===== src/rtl/link_supervisor_seq_gap_scan_unit_defines.svh =====
// assertion macros shared by the link supervisor rtl
`ifndef LINK_SUPERVISOR_SEQ_GAP_SCAN_UNIT_DEFINES_SVH
`define LINK_SUPERVISOR_SEQ_GAP_SCAN_UNIT_DEFINES_SVH

`ifndef SYNTHESIS
// checked outside reset
`define LSSGS_ASSERT(lbl, prop, msg) \
    lbl: assert property (@(posedge aclk) disable iff (!aresetn) prop) else $error(msg);
// checked at every edge, reset included
`define LSSGS_CHECK(lbl, prop, msg) \
    lbl: assert property (@(posedge aclk) prop) else $error(msg);
`else
`define LSSGS_ASSERT(lbl, prop, msg)
`define LSSGS_CHECK(lbl, prop, msg)
`endif

`endif


===== src/rtl/lssgs_pkg.sv =====
package lssgs_pkg;

    localparam int TOP_CHANNEL_DEF = 13;

    localparam int CFG_INDEX_W = 3;
    localparam int CFG_DATA_W  = 32;

    // register indexes
    localparam logic [CFG_INDEX_W-1:0] CFG_DATA_TYPE_CODE     = 3'd0;
    localparam logic [CFG_INDEX_W-1:0] CFG_ACK_TYPE_CODE      = 3'd1;
    localparam logic [CFG_INDEX_W-1:0] CFG_DATA_FRAME_LENGTH  = 3'd2;
    localparam logic [CFG_INDEX_W-1:0] CFG_ACK_FRAME_LENGTH   = 3'd3;
    localparam logic [CFG_INDEX_W-1:0] CFG_OFFLINE_TIMEOUT_MS = 3'd4;
    localparam logic [CFG_INDEX_W-1:0] CFG_HOP_INTERVAL_MS    = 3'd5;

    // register reset values
    localparam logic [7:0]  RST_DATA_TYPE_CODE     = 8'd1;
    localparam logic [7:0]  RST_ACK_TYPE_CODE      = 8'd2;
    localparam logic [7:0]  RST_DATA_FRAME_LENGTH  = 8'd16;
    localparam logic [7:0]  RST_ACK_FRAME_LENGTH   = 8'd2;
    localparam logic [31:0] RST_OFFLINE_TIMEOUT_MS = 32'd3000;
    localparam logic [31:0] RST_HOP_INTERVAL_MS    = 32'd200;

    // status event codes
    localparam logic [1:0] STATUS_NONE     = 2'd0;
    localparam logic [1:0] STATUS_RESTORED = 2'd1;
    localparam logic [1:0] STATUS_LOST     = 2'd2;

    localparam logic [31:0] CLOCK_VALID_SECONDS = 32'd1000000000;

    typedef struct packed {
        logic [7:0]  data_type_code;
        logic [7:0]  ack_type_code;
        logic [7:0]  data_frame_length;
        logic [7:0]  ack_frame_length;
        logic [31:0] offline_timeout_ms;
        logic [31:0] hop_interval_ms;
    } cfg_t;

    typedef struct packed {
        logic        kind;
        logic [31:0] now_ms;
        logic [7:0]  frame_type;
        logic [7:0]  frame_length;
        logic [7:0]  hub_channel;
        logic [7:0]  frame_sequence;
        logic [31:0] hub_epoch_seconds;
        logic [47:0] source_address;
    } item_t;

    typedef struct packed {
        logic        link_up;
        logic [1:0]  status_event;
        logic        deliver_data;
        logic [7:0]  reply_sequence;
        logic        ack_seen;
        logic        tune_request;
        logic [3:0]  tune_channel;
        logic        clock_set;
        logic [31:0] dropped_total;
        logic        hub_learned;
        logic        unknown_frame;
    } result_t;

endpackage


===== src/rtl/lssgs_cfg.sv =====
module lssgs_cfg (
    input  logic                                aclk,
    input  logic                                aresetn,
    input  logic                                cfg_wr_en,
    input  logic [lssgs_pkg::CFG_INDEX_W-1:0]   cfg_index,
    input  logic [lssgs_pkg::CFG_DATA_W-1:0]    cfg_wdata,
    output lssgs_pkg::cfg_t                     cfg
);

    lssgs_pkg::cfg_t cfg_reg;

    always_ff @(posedge aclk) begin
        if (!aresetn) begin
            cfg_reg.data_type_code     <= lssgs_pkg::RST_DATA_TYPE_CODE;
            cfg_reg.ack_type_code      <= lssgs_pkg::RST_ACK_TYPE_CODE;
            cfg_reg.data_frame_length  <= lssgs_pkg::RST_DATA_FRAME_LENGTH;
            cfg_reg.ack_frame_length   <= lssgs_pkg::RST_ACK_FRAME_LENGTH;
            cfg_reg.offline_timeout_ms <= lssgs_pkg::RST_OFFLINE_TIMEOUT_MS;
            cfg_reg.hop_interval_ms    <= lssgs_pkg::RST_HOP_INTERVAL_MS;
        end else if (cfg_wr_en) begin
            unique case (cfg_index)
                lssgs_pkg::CFG_DATA_TYPE_CODE:     cfg_reg.data_type_code     <= cfg_wdata[7:0];
                lssgs_pkg::CFG_ACK_TYPE_CODE:      cfg_reg.ack_type_code      <= cfg_wdata[7:0];
                lssgs_pkg::CFG_DATA_FRAME_LENGTH:  cfg_reg.data_frame_length  <= cfg_wdata[7:0];
                lssgs_pkg::CFG_ACK_FRAME_LENGTH:   cfg_reg.ack_frame_length   <= cfg_wdata[7:0];
                lssgs_pkg::CFG_OFFLINE_TIMEOUT_MS: cfg_reg.offline_timeout_ms <= cfg_wdata;
                lssgs_pkg::CFG_HOP_INTERVAL_MS:    cfg_reg.hop_interval_ms    <= cfg_wdata;
                default: begin
                end
            endcase
        end
    end

    assign cfg = cfg_reg;

endmodule


===== src/rtl/lssgs_engine.sv =====
`include "link_supervisor_seq_gap_scan_unit_defines.svh"

module lssgs_engine #(
    parameter int TOP_CHANNEL = lssgs_pkg::TOP_CHANNEL_DEF
) (
    input  logic                aclk,
    input  logic                aresetn,
    input  logic                step,
    input  lssgs_pkg::item_t    item,
    input  lssgs_pkg::cfg_t     cfg,
    output lssgs_pkg::result_t  res
);

    localparam logic [3:0] TOP_CH = 4'(TOP_CHANNEL);

    logic        connected_reg,       connected_next;
    logic [31:0] last_data_time_reg,  last_data_time_next;
    logic [31:0] last_hop_time_reg,   last_hop_time_next;
    logic [3:0]  scan_channel_reg,    scan_channel_next;
    logic [3:0]  locked_channel_reg,  locked_channel_next;
    logic [3:0]  pending_channel_reg, pending_channel_next;
    logic [7:0]  prev_sequence_reg,   prev_sequence_next;
    logic        sequence_valid_reg,  sequence_valid_next;
    logic [31:0] drop_counter_reg,    drop_counter_next;
    logic [47:0] hub_address_reg,     hub_address_next;
    logic        hub_known_reg,       hub_known_next;

    logic        frame_present;
    logic        is_data;
    logic        is_ack;
    logic        chan_ok;
    logic [7:0]  gap;
    logic [7:0]  gap_minus_one;
    logic [31:0] since_data;
    logic [31:0] since_hop;
    logic [3:0]  hop_channel;
    logic        do_lock;

    always_comb begin
        frame_present = (item.frame_length != 8'd0);
        is_data = frame_present
                  && (item.frame_type == cfg.data_type_code)
                  && (item.frame_length == cfg.data_frame_length);
        is_ack  = frame_present && !is_data
                  && (item.frame_type == cfg.ack_type_code)
                  && (item.frame_length == cfg.ack_frame_length);
        chan_ok = (item.hub_channel != 8'd0)
                  && (item.hub_channel <= {4'd0, TOP_CH})
                  && (item.hub_channel != {4'd0, locked_channel_reg});
        gap           = 8'(item.frame_sequence - prev_sequence_reg);
        gap_minus_one = 8'(gap - 8'd1);
        since_data    = 32'(item.now_ms - last_data_time_reg);
        since_hop     = 32'(item.now_ms - last_hop_time_reg);
        hop_channel   = 4'(scan_channel_reg + 4'd1);
        if ((hop_channel > TOP_CH) || (hop_channel == 4'd0)) begin
            hop_channel = 4'd1;
        end
        do_lock = (pending_channel_reg != 4'd0)
                  && (pending_channel_reg != locked_channel_reg);

        connected_next       = connected_reg;
        last_data_time_next  = last_data_time_reg;
        last_hop_time_next   = last_hop_time_reg;
        scan_channel_next    = scan_channel_reg;
        locked_channel_next  = locked_channel_reg;
        pending_channel_next = pending_channel_reg;
        prev_sequence_next   = prev_sequence_reg;
        sequence_valid_next  = sequence_valid_reg;
        drop_counter_next    = drop_counter_reg;
        hub_address_next     = hub_address_reg;
        hub_known_next       = hub_known_reg;

        res                = '0;
        res.status_event   = lssgs_pkg::STATUS_NONE;

        if (!item.kind) begin
            if (is_data) begin
                if (chan_ok) begin
                    pending_channel_next = item.hub_channel[3:0];
                end
                last_data_time_next = item.now_ms;
                if (!connected_reg) begin
                    connected_next   = 1'b1;
                    res.status_event = lssgs_pkg::STATUS_RESTORED;
                end
                res.clock_set = (item.hub_epoch_seconds > lssgs_pkg::CLOCK_VALID_SECONDS);
                if (!hub_known_reg) begin
                    hub_address_next = item.source_address;
                    hub_known_next   = 1'b1;
                    res.hub_learned  = 1'b1;
                end
                if (sequence_valid_reg) begin
                    if (gap != 8'd1) begin
                        drop_counter_next = 32'(drop_counter_reg + {24'd0, gap_minus_one});
                    end
                end else begin
                    sequence_valid_next = 1'b1;
                end
                prev_sequence_next = item.frame_sequence;
                res.deliver_data   = 1'b1;
                res.reply_sequence = item.frame_sequence;
            end else if (is_ack) begin
                res.ack_seen       = 1'b1;
                res.reply_sequence = item.frame_sequence;
            end else if (frame_present) begin
                res.unknown_frame = 1'b1;
            end
        end else begin
            // channel lock requested by the hub
            if (do_lock) begin
                locked_channel_next  = pending_channel_reg;
                pending_channel_next = 4'd0;
                sequence_valid_next  = 1'b0;
                res.tune_request     = 1'b1;
                res.tune_channel     = pending_channel_reg;
            end
            if (connected_reg) begin
                if (since_data > cfg.offline_timeout_ms) begin
                    connected_next      = 1'b0;
                    locked_channel_next = 4'd0;
                    scan_channel_next   = TOP_CH;
                    res.status_event    = lssgs_pkg::STATUS_LOST;
                end
            end else if (since_hop > cfg.hop_interval_ms) begin
                last_hop_time_next = item.now_ms;
                scan_channel_next  = hop_channel;
                res.tune_request   = 1'b1;
                res.tune_channel   = hop_channel;
            end
        end

        res.link_up       = connected_next;
        res.dropped_total = drop_counter_next;
    end

    always_ff @(posedge aclk) begin
        if (!aresetn) begin
            connected_reg       <= 1'b0;
            last_data_time_reg  <= 32'd0;
            last_hop_time_reg   <= 32'd0;
            scan_channel_reg    <= TOP_CH;
            locked_channel_reg  <= 4'd0;
            pending_channel_reg <= 4'd0;
            prev_sequence_reg   <= 8'd0;
            sequence_valid_reg  <= 1'b0;
            drop_counter_reg    <= 32'd0;
            hub_address_reg     <= 48'd0;
            hub_known_reg       <= 1'b0;
        end else if (step) begin
            connected_reg       <= connected_next;
            last_data_time_reg  <= last_data_time_next;
            last_hop_time_reg   <= last_hop_time_next;
            scan_channel_reg    <= scan_channel_next;
            locked_channel_reg  <= locked_channel_next;
            pending_channel_reg <= pending_channel_next;
            prev_sequence_reg   <= prev_sequence_next;
            sequence_valid_reg  <= sequence_valid_next;
            drop_counter_reg    <= drop_counter_next;
            hub_address_reg     <= hub_address_next;
            hub_known_reg       <= hub_known_next;
        end
    end

    `LSSGS_ASSERT(a_scan_in_range, (scan_channel_reg != 4'd0) && (scan_channel_reg <= TOP_CH), "scan channel out of range")
    `LSSGS_ASSERT(a_pending_not_locked, (pending_channel_reg != 4'd0) |-> (pending_channel_reg != locked_channel_reg), "pending channel equals locked channel")
    `LSSGS_ASSERT(a_drops_only_on_data, !(step && res.deliver_data) |=> $stable(drop_counter_reg), "drop counter moved without a data frame")

endmodule


===== src/rtl/link_supervisor_seq_gap_scan_unit.sv =====
// a result is computed from the input register and captured in the result register
//   once its input transaction is accepted and the result register is free or drains
// throughput: one transaction per cycle while the result channel does not stall, set by
//   the input register feeding the combinational supervisor update into the result register
// reset (aresetn low, synchronous): both handshake stages empty, supervisor
//   state back to link down / scan at top channel, registers to their defaults
`include "link_supervisor_seq_gap_scan_unit_defines.svh"

module link_supervisor_seq_gap_scan_unit #(
    parameter int TOP_CHANNEL = lssgs_pkg::TOP_CHANNEL_DEF
) (
    input  logic                                aclk,
    input  logic                                aresetn,

    // register write port
    input  logic                                cfg_wr_en,
    input  logic [lssgs_pkg::CFG_INDEX_W-1:0]   cfg_index,
    input  logic [lssgs_pkg::CFG_DATA_W-1:0]    cfg_wdata,

    // input channel: received frame or poll
    input  logic                                s_valid,
    output logic                                s_ready,
    input  logic                                s_kind,
    input  logic [31:0]                         s_now_ms,
    input  logic [7:0]                          s_frame_type,
    input  logic [7:0]                          s_frame_length,
    input  logic [7:0]                          s_hub_channel,
    input  logic [7:0]                          s_frame_sequence,
    input  logic [31:0]                         s_hub_epoch_seconds,
    input  logic [47:0]                         s_source_address,

    // result channel
    output logic                                m_valid,
    input  logic                                m_ready,
    output logic                                m_link_up,
    output logic [1:0]                          m_status_event,
    output logic                                m_deliver_data,
    output logic [7:0]                          m_reply_sequence,
    output logic                                m_ack_seen,
    output logic                                m_tune_request,
    output logic [3:0]                          m_tune_channel,
    output logic                                m_clock_set,
    output logic [31:0]                         m_dropped_total,
    output logic                                m_hub_learned,
    output logic                                m_unknown_frame
);

    lssgs_pkg::cfg_t    cfg;
    lssgs_pkg::item_t   in_item_reg;
    lssgs_pkg::result_t step_res;
    lssgs_pkg::result_t out_res_reg;

    logic in_valid_reg,  in_valid_next;
    logic out_valid_reg, out_valid_next;
    logic in_fire;
    logic advance;

    // configuration registers
    lssgs_cfg u_cfg (
        .aclk      (aclk),
        .aresetn   (aresetn),
        .cfg_wr_en (cfg_wr_en),
        .cfg_index (cfg_index),
        .cfg_wdata (cfg_wdata),
        .cfg       (cfg)
    );

    // the held transaction moves on whenever the result register is free or drains
    assign advance = in_valid_reg && (!out_valid_reg || m_ready);
    assign s_ready = !in_valid_reg || advance;
    assign in_fire = s_valid && s_ready;

    always_comb begin
        in_valid_next = in_valid_reg;
        if (in_fire) begin
            in_valid_next = 1'b1;
        end else if (advance) begin
            in_valid_next = 1'b0;
        end

        out_valid_next = out_valid_reg;
        if (advance) begin
            out_valid_next = 1'b1;
        end else if (m_ready) begin
            out_valid_next = 1'b0;
        end
    end

    always_ff @(posedge aclk) begin
        if (!aresetn) begin
            in_valid_reg  <= 1'b0;
            out_valid_reg <= 1'b0;
        end else begin
            in_valid_reg  <= in_valid_next;
            out_valid_reg <= out_valid_next;
        end
    end

    // payload registers, no reset needed
    always_ff @(posedge aclk) begin
        if (in_fire) begin
            in_item_reg.kind              <= s_kind;
            in_item_reg.now_ms            <= s_now_ms;
            in_item_reg.frame_type        <= s_frame_type;
            in_item_reg.frame_length      <= s_frame_length;
            in_item_reg.hub_channel       <= s_hub_channel;
            in_item_reg.frame_sequence    <= s_frame_sequence;
            in_item_reg.hub_epoch_seconds <= s_hub_epoch_seconds;
            in_item_reg.source_address    <= s_source_address;
        end
        if (advance) begin
            out_res_reg <= step_res;
        end
    end

    // supervisor state and per-transaction decision
    lssgs_engine #(
        .TOP_CHANNEL (TOP_CHANNEL)
    ) u_engine (
        .aclk    (aclk),
        .aresetn (aresetn),
        .step    (advance),
        .item    (in_item_reg),
        .cfg     (cfg),
        .res     (step_res)
    );

    assign m_valid          = out_valid_reg;
    assign m_link_up        = out_res_reg.link_up;
    assign m_status_event   = out_res_reg.status_event;
    assign m_deliver_data   = out_res_reg.deliver_data;
    assign m_reply_sequence = out_res_reg.reply_sequence;
    assign m_ack_seen       = out_res_reg.ack_seen;
    assign m_tune_request   = out_res_reg.tune_request;
    assign m_tune_channel   = out_res_reg.tune_channel;
    assign m_clock_set      = out_res_reg.clock_set;
    assign m_dropped_total  = out_res_reg.dropped_total;
    assign m_hub_learned    = out_res_reg.hub_learned;
    assign m_unknown_frame  = out_res_reg.unknown_frame;

    // a retune always names a real channel, and no channel shows without a retune
    `LSSGS_ASSERT(a_tune_channel_consistent,
        m_valid |-> (m_tune_request == (m_tune_channel != 4'd0)),
        "tune channel disagrees with tune request")
    // a restore event leaves the link up, a loss leaves it down
    `LSSGS_ASSERT(a_status_matches_link,
        m_valid && (m_status_event != lssgs_pkg::STATUS_NONE)
            |-> (m_link_up == (m_status_event == lssgs_pkg::STATUS_RESTORED)),
        "status event disagrees with link state")
    // reset empties the result stage
    `LSSGS_CHECK(a_reset_clears_result, !aresetn |=> !m_valid, "result valid after reset")

endmodule

===== config.mk =====
export PLATFORM = sky130hd
export DESIGN_NAME = link_supervisor_seq_gap_scan_unit
export DESIGN_NICKNAME = d
export VERILOG_FILES = /design/src/rtl/lssgs_pkg.sv /design/src/rtl/lssgs_cfg.sv /design/src/rtl/lssgs_engine.sv /design/src/rtl/link_supervisor_seq_gap_scan_unit.sv
export VERILOG_INCLUDE_DIRS = /design/src /design/src/rtl
export SDC_FILE = /design/constraint.sdc
export NUM_CORES = 1
export LEC_CHECK = 0
export BUFFER_PORTS_ARGS = -buffer_cell sky130_fd_sc_hd__buf_4
export CELL_PAD_IN_SITES_DETAIL_PLACEMENT = 1
export CELL_PAD_IN_SITES_GLOBAL_PLACEMENT = 2
export CORE_UTILIZATION = 35
export DETAILED_ROUTE_END_ITERATION = 8
export PLACE_DENSITY_LB_ADDON = 0.1
export SLEW_MARGIN = 20
export SYNTH_ARGS = -nofsm -noshare
export SYNTH_HDL_FRONTEND = slang
export SYNTH_SLANG_ARGS = --single-unit

===== constraint.sdc =====
create_clock -name aclk -period 10.1 [get_ports aclk]
set_input_delay 0 -clock aclk [delete_from_list [all_inputs] [get_ports aclk]]
set_output_delay 0 -clock aclk [all_outputs]
set_load 0.01 [all_outputs]

Word level (Yosys, flattened, before mapping)
Index checks and enable logic that the tools add are counted.
{"block": "classes", "eq_ne": 14, "bitwise_logic": 3, "reduce_logical": 41, "n_addsub": 6, "n_mux": 38, "n_lt_le_gt_ge": 5}
{"operator": "32-bit two-way mux", "n": 4}
{"operator": "32-bit > comparator", "n": 2}
{"operator": "32-bit subtractor", "n": 2}
{"operator": "4-bit two-way mux", "n": 11}
{"operator": "32-bit by 8-bit adder with 32-bit output", "n": 1}
{"operator": "8-bit == test", "n": 4}
{"operator": "32-bit by 30-bit > comparator with 1-bit output, second input constant", "n": 1}
{"operator": "8-bit nonzero test", "n": 2}
{"operator": "5-bit two-way mux", "n": 3}
{"operator": "1-bit two-way mux", "n": 14}
{"operator": "2-bit AND reduction", "n": 7}
{"operator": "4-bit AND reduction", "n": 3}
{"operator": "1-bit logical AND", "n": 10}
{"operator": "2-bit nonzero test", "n": 5}
{"operator": "9-bit two-way mux", "n": 1}
{"operator": "8-bit by 4-bit less-or-equal comparator with 1-bit output, second input constant", "n": 1}
{"operator": "2-bit two-way mux", "n": 4}
{"operator": "8-bit two-way mux", "n": 1}
{"operator": "8-bit by 1-bit != test with 1-bit output, second input constant", "n": 1}
{"operator": "8-bit by 4-bit != test with 1-bit output", "n": 1}
{"operator": "8-bit by 1-bit subtractor with 8-bit output, second input constant", "n": 1}
{"operator": "8-bit subtractor", "n": 1}
{"operator": "3-bit by 2-bit == test with 1-bit output, second input constant", "n": 2}
{"operator": "3-bit == test, second input constant", "n": 2}
{"operator": "15 further kinds", "n": 23}
{"block": "word_totals", "elab_cells": 143, "output_inout_bits": 55, "ff_bits": 367, "input_bits": 185}

Depth between registers and ports, before layout
{"block": "logic_depth", "depth_word": 9, "mapped_depth": 25, "ltp_nobuf": 23}

By module
A second synthesis with hierarchy kept.
{"block": "hier_totals", "hier_cells": 2189, "area_unflattened_um2": 21763.4}
{"module": "lssgs_engine", "seq_area_each_um2": 2382.3, "cells_each": 1619, "area_each_um2": 12054.1, "n_inst": 1}
{"module": "link_supervisor_seq_gap_scan_unit", "seq_area_each_um2": 5985.7, "cells_each": 207, "area_each_um2": 6049.6, "n_inst": 1}
{"module": "lssgs_cfg", "seq_area_each_um2": 1921.8, "cells_each": 363, "area_each_um2": 3659.8, "n_inst": 1}

Least setup slack after synthesis
OpenSTA, ideal clock, no wires.
{"block": "synth_timing", "path_kind": "register -> register", "from": "reg in_item_reg[112] (netlist name)", "to": "reg u_engine.scan_channel_reg[3]", "arrival_time_ps": 5026, "required_ps": 9979, "period_less_slack_ps": 5147, "setup_ps": 121, "stages_incl_launch_ff": 25, "setup_slack_ps": 4953, "path_buffers": 1, "cell_sequence": "edfxtp_1 -> inv_1 -> ha_1 -> inv_1 -> fa_1 -> a211o_1 -> a2111oi_0 -> o41a_1 -> o31ai_2 -> a21oi_1 -> a21boi_1 -> nor2_1 -> o21ai_0 -> xor2_1 -> ha_1 -> nand4_1 -> nor4_1 -> and4_1 -> nor4_1 -> a21oi_1 -> a21oi_1 -> nand2_1 -> clkbuf_1 -> o21ai_1 -> mux2_2"}
{"block": "synth_via", "elab_chain_cells": 4, "elab_cells_between_ends": 7}
{"item": "from (decl)", "line_no": "link_supervisor_seq_gap_scan_unit.sv:49", "rtl": "lssgs_pkg::item_t in_item_reg;"}
{"item": "32-bit subtractor, on equally long branches", "line_no": "lssgs_engine.sv:52, lssgs_engine.sv:53"}
{"item": "32-bit > comparator, on equally long branches", "line_no": "lssgs_engine.sv:118, lssgs_engine.sv:124"}
{"item": "2-bit != test (no line) / 2-bit nonzero test (equally long branches)"}
{"item": "4-bit AND reduction (no line) (*)"}
{"item": "to (signal assigned)", "line_no": "lssgs_engine.sv:153", "rtl": "scan_channel_reg <= scan_channel_next;"}
{"item": "to (decl)", "line_no": "lssgs_engine.sv:19", "rtl": "logic [3:0] scan_channel_reg, scan_channel_next;"}
Every way passes the cells marked *; elsewhere a longest branch is shown, timed or not.
A chain may end at the register's enable or synchronous reset.

Worst setup path after layout
Same ends and word-level chain as after synthesis.

==> impl_metrics.csv <==
group,metric,value,unit
detailed_routing,total_wirelength_of_the_detailed_routed_design,58300,um
clock_tree,clock-root-buffer,"clkbuf_16",
finish,finalNetCount,2823,
floorplan,fp.dieArea,56900,um2
synth,postSynthNetCount,2508,
clock_tree,cts.reportedPaths.clkPinSlew,0.06,ns
global_routing,grt_antenna_before_repair,0,
worst_hold_path,hold-path-cell-count,2,
finish,antenna_cells,0,
floorplan,row_count,86,
worst_hold_path,min_path_type,"in2reg",
flow_run,cap_violations,0,
sta,final_period_minus_worst_setup_slack,7.23,ns
sta,setup_total_neg_slack,0,ns
finish,multi_input_comb_area,9820,um2
synth,ys.flop_type,"dfxtp_1",
clock_tree,clock-sinks,367,
clock_tree,cts_setup_buffers,0,
power,finalPower,3.84,mW
setup_path,worst_r2r_path_depth,22,
setup_path,worstPathMaxFanout,41,
setup_path,timing.setup.critical_path_class,"reg2reg",
synth,ys.warnings.count,0,
synth,synth_top_cell_area_share,23.0,%
sta,rsz0062_at_grt,"false",
floorplan,fp.dieH,239,um
floorplan,chipWidth,239,um
setup_path,worstSetupStartpointType,"flip-flop",
finish,finalCoreUtilization,44.7,%
setup_path,critPathMaxStageDelay,0.50,ns
detailed_routing,via_count,16396,
finish,area_delta_synth_final,26.2,%
placed_design,place_congestion,0.873,
synth,synth_enable_flop_cells,150,
clock_tree,clk_latency,0.60,ns
global_routing,grt-ovfl-total,0,
setup_path,slowest_stage,"a21oi_1",
clock_tree,number_of_buffers_between_clock_root_and_the_deepest_sink,3,
sta,fin_worst_skew,0.0147,ns
setup_path,timing.critical_path.cells,"inv_1 -> ha_1 -> inv_1 -> fa_1 -> a211o_1 -> a2111oi_0 -> o41a_1 -> o31ai_2 -> a21oi_1 -> a21boi_1 -> o41ai_1 -> a221oi_1 -> ha_1 -> nand4_1 -> nor4_1 -> nor2b_1 -> o21ai_0 -> a21oi_1 -> nand2_2 -> buf_4 -> o21ai_1 -> mux2_2",
synth,async_flop_share,0,%
global_routing,grt_usage,20.6,%
synth,number_of_synthesized_register_bits,367,
clock_tree,count_of_h_tree_levels_built_during_cts,2,
sta,timing.final.hold_violations,0,
setup_path,timing.critical_path.to_type,"flip-flop",
power,p_per_area,155,nW/um2
sta,finalSetupViolCount,0,
sta,timing_max_transition_violations_final,0,
sta,final_min_period_over_clock_period,71.6,%
setup_path,critPathArrivalTime,7.71,ns
synth,synthesis.area_per_instance,9.00,um2
detailed_routing,detailedRoute.firstIterationViolations,639,
power,p_leak,9.31,nW
placed_design,port_buffers,191,
placed_design,hpwl,40700,um
synth,netlist_instances,2174,
power,vdd_drop_max,0.147,mV
synth,synthesis.area,19600,um2
finish,area.sequential,8850,um2
detailed_routing,drt.antenna.violating_nets,0,
outcome,outcome,"completed",
floorplan,area_of_the_placeable_core,55200,um2
detailed_routing,drt_pass1_iterations,5,
finish,filler_cell_count,6319,
global_routing,pin_count_of_the_biggest_net_entering_global_routing,97,
finish,drive_above_1_share,12.4,%
detailed_routing,routed_via_density,5.01,
floorplan,ioPinCount,240,
synth,synth.area.top_cells,"edfxtp_1 23%, dfxtp_1 22%, ha_1 9.3%",
sta,worst_slew_margin_rel,31.9,%
finish,largest_register_ffs,97,
synth,ys_top_cells_by_count,"382 x nand2_1, 229 x a21oi_1, 217 x dfxtp_1, 170 x inv_1, 150 x edfxtp_1",
sta,max_freq,138,MHz
clock_tree,tritoncts,"built",
synth,synth_area_leader_cell,"edfxtp_1",
clock_tree,tritoncts.num_buffers,46,
setup_path,critPathRequiredTime,10.58,ns
synth,synth_sequential_area_ratio,45.2,%
detailed_routing,route.detailed.drc,0,
global_routing,via_count_of_the_first_global_routing_pass,17114,
synth,synth.distinct_cells,79,
detailed_routing,drt-wirelength-per-cell,17.8,um
floorplan,initial_core_util,35.5,%
sta,tightest_slew,1.01,ns
synth,synthMostInstantiatedCell,"nand2_1",
global_routing,grt_first_pass_wirelength,92300,um
-- worst max-delay path: cells and delay by family, from the launching register on --
| family | cells | cell delay (ns) |
|---|---|---|
| compound gates | 11 | 3.50 |
| fa+ha+maj | 3 | 0.95 |
| buf+inv | 3 | 0.60 |
| flops | 1 | 0.39 |
| mux | 1 | 0.38 |
| simple gates | 4 | 1.29 |
-- metal layers --
metal  global-route usage, %  routed length [um]  up-vias
met2                    35.4               27900      200
met5                       0                   0        -
met4                    5.52                1180        0
li1                        -                   -     8197
met1                    27.0               27600     7924
met3                    2.67                1600       75
-- cell families (layout without fill, tap and decap cells) --
logic type	Yosys count	in the layout	synth area share, %
adder cells (fa/ha/maj)	149	149	9.68
XOR/XNOR	148	148	6.62
buffers and inverters	250	603	4.85
flip-flops	367	367	45.2
multiplexers	14	14	0.780
AND/OR/NAND/NOR	748	748	17.2
AO/OA/AOI/OAI	498	498	15.6
-- final cells by class --
type	instances	share of cell area [%]
clock buffers	63	5.12
multi-input cells	1557	39.8
well taps	748	3.79
repair buffers	344	11.9
inverters	173	2.64
flip-flops and latches	367	35.8
clock inverters	23	0.963
-- per-stage QoR --
stage / instances / setup slack [ns] / instance area [um2] / hold slack [ns]
after floorplan: 2174 / 4.95 / 19600 / 0.0989
after global placement: 3049 / 3.16 / 21800 / 0.178
after detailed placement: 3049 / 3.00 / 21800 / 0.179
after CTS: 3275 / 2.93 / 24700 / 0.0742
after global routing: 3275 / 2.32 / 24700 / 0.0989
final: 3275 / 2.87 / 24700 / 0.117
-- layout by cell type (no fill, tap or decap), types with 11 or more instances in the layout --
| master | count |
|---|---|
| nor2b_1 | 18 |
| o31ai_1 | 11 |
| a21o_1 | 64 |
| dlygate4sd3_1 | 140 |
| nand4_1 | 37 |
| edfxtp_1 | 150 |
| nand3_1 | 66 |
| o21ai_0 | 77 |
| ha_1 | 145 |
| xor2_1 | 50 |
| nand2_1 | 380 |
| buf_4 | 203 |
| xnor2_1 | 98 |
| o211ai_1 | 17 |
| nor2_1 | 114 |
| dfxtp_1 | 217 |
| inv_1 | 169 |
| clkbuf_16 | 46 |
| o21a_1 | 14 |
| nand2b_1 | 14 |
| a21oi_1 | 229 |
| and3_1 | 14 |
| clkbuf_1 | 12 |
| nor3_1 | 35 |
| nor4_1 | 22 |
-- report_power, final --
group / total (mW) / internal, mW / switching, mW
Combinational: 0.558 / 0.252 / 0.307
Sequential: 1.63 / 1.60 / 0.0351
Clock: 1.65 / 0.961 / 0.686
Total: 3.84 / 2.81 / 1.03
-- final timing paths --
| kind | start | to | slack (ns) |
|---|---|---|---|
| worst max-delay path | in_item_reg[112]$_DFFE_PP_ | u_engine.scan_channel_reg[3]$_SDFFE_PN1P_ | 2.87 |
| worst min-delay path | s_frame_sequence[4] | in_item_reg[84]$_DFFE_PP_ | 0.12 |
| worst max register to register | in_item_reg[112]$_DFFE_PP_ | u_engine.scan_channel_reg[3]$_SDFFE_PN1P_ | 2.87 |
| worst min register to register | u_engine.last_data_time_reg[9]$_SDFFE_PN0P_ | u_engine.last_data_time_reg[9]$_SDFFE_PN0P_ | 0.45 |
-- timing repair --
action,in CTS,in global routing
resized for setup,0,0
hold buffers,140,0
hold endpoints to repair,215,0
(Power assumes the default switching activity.)
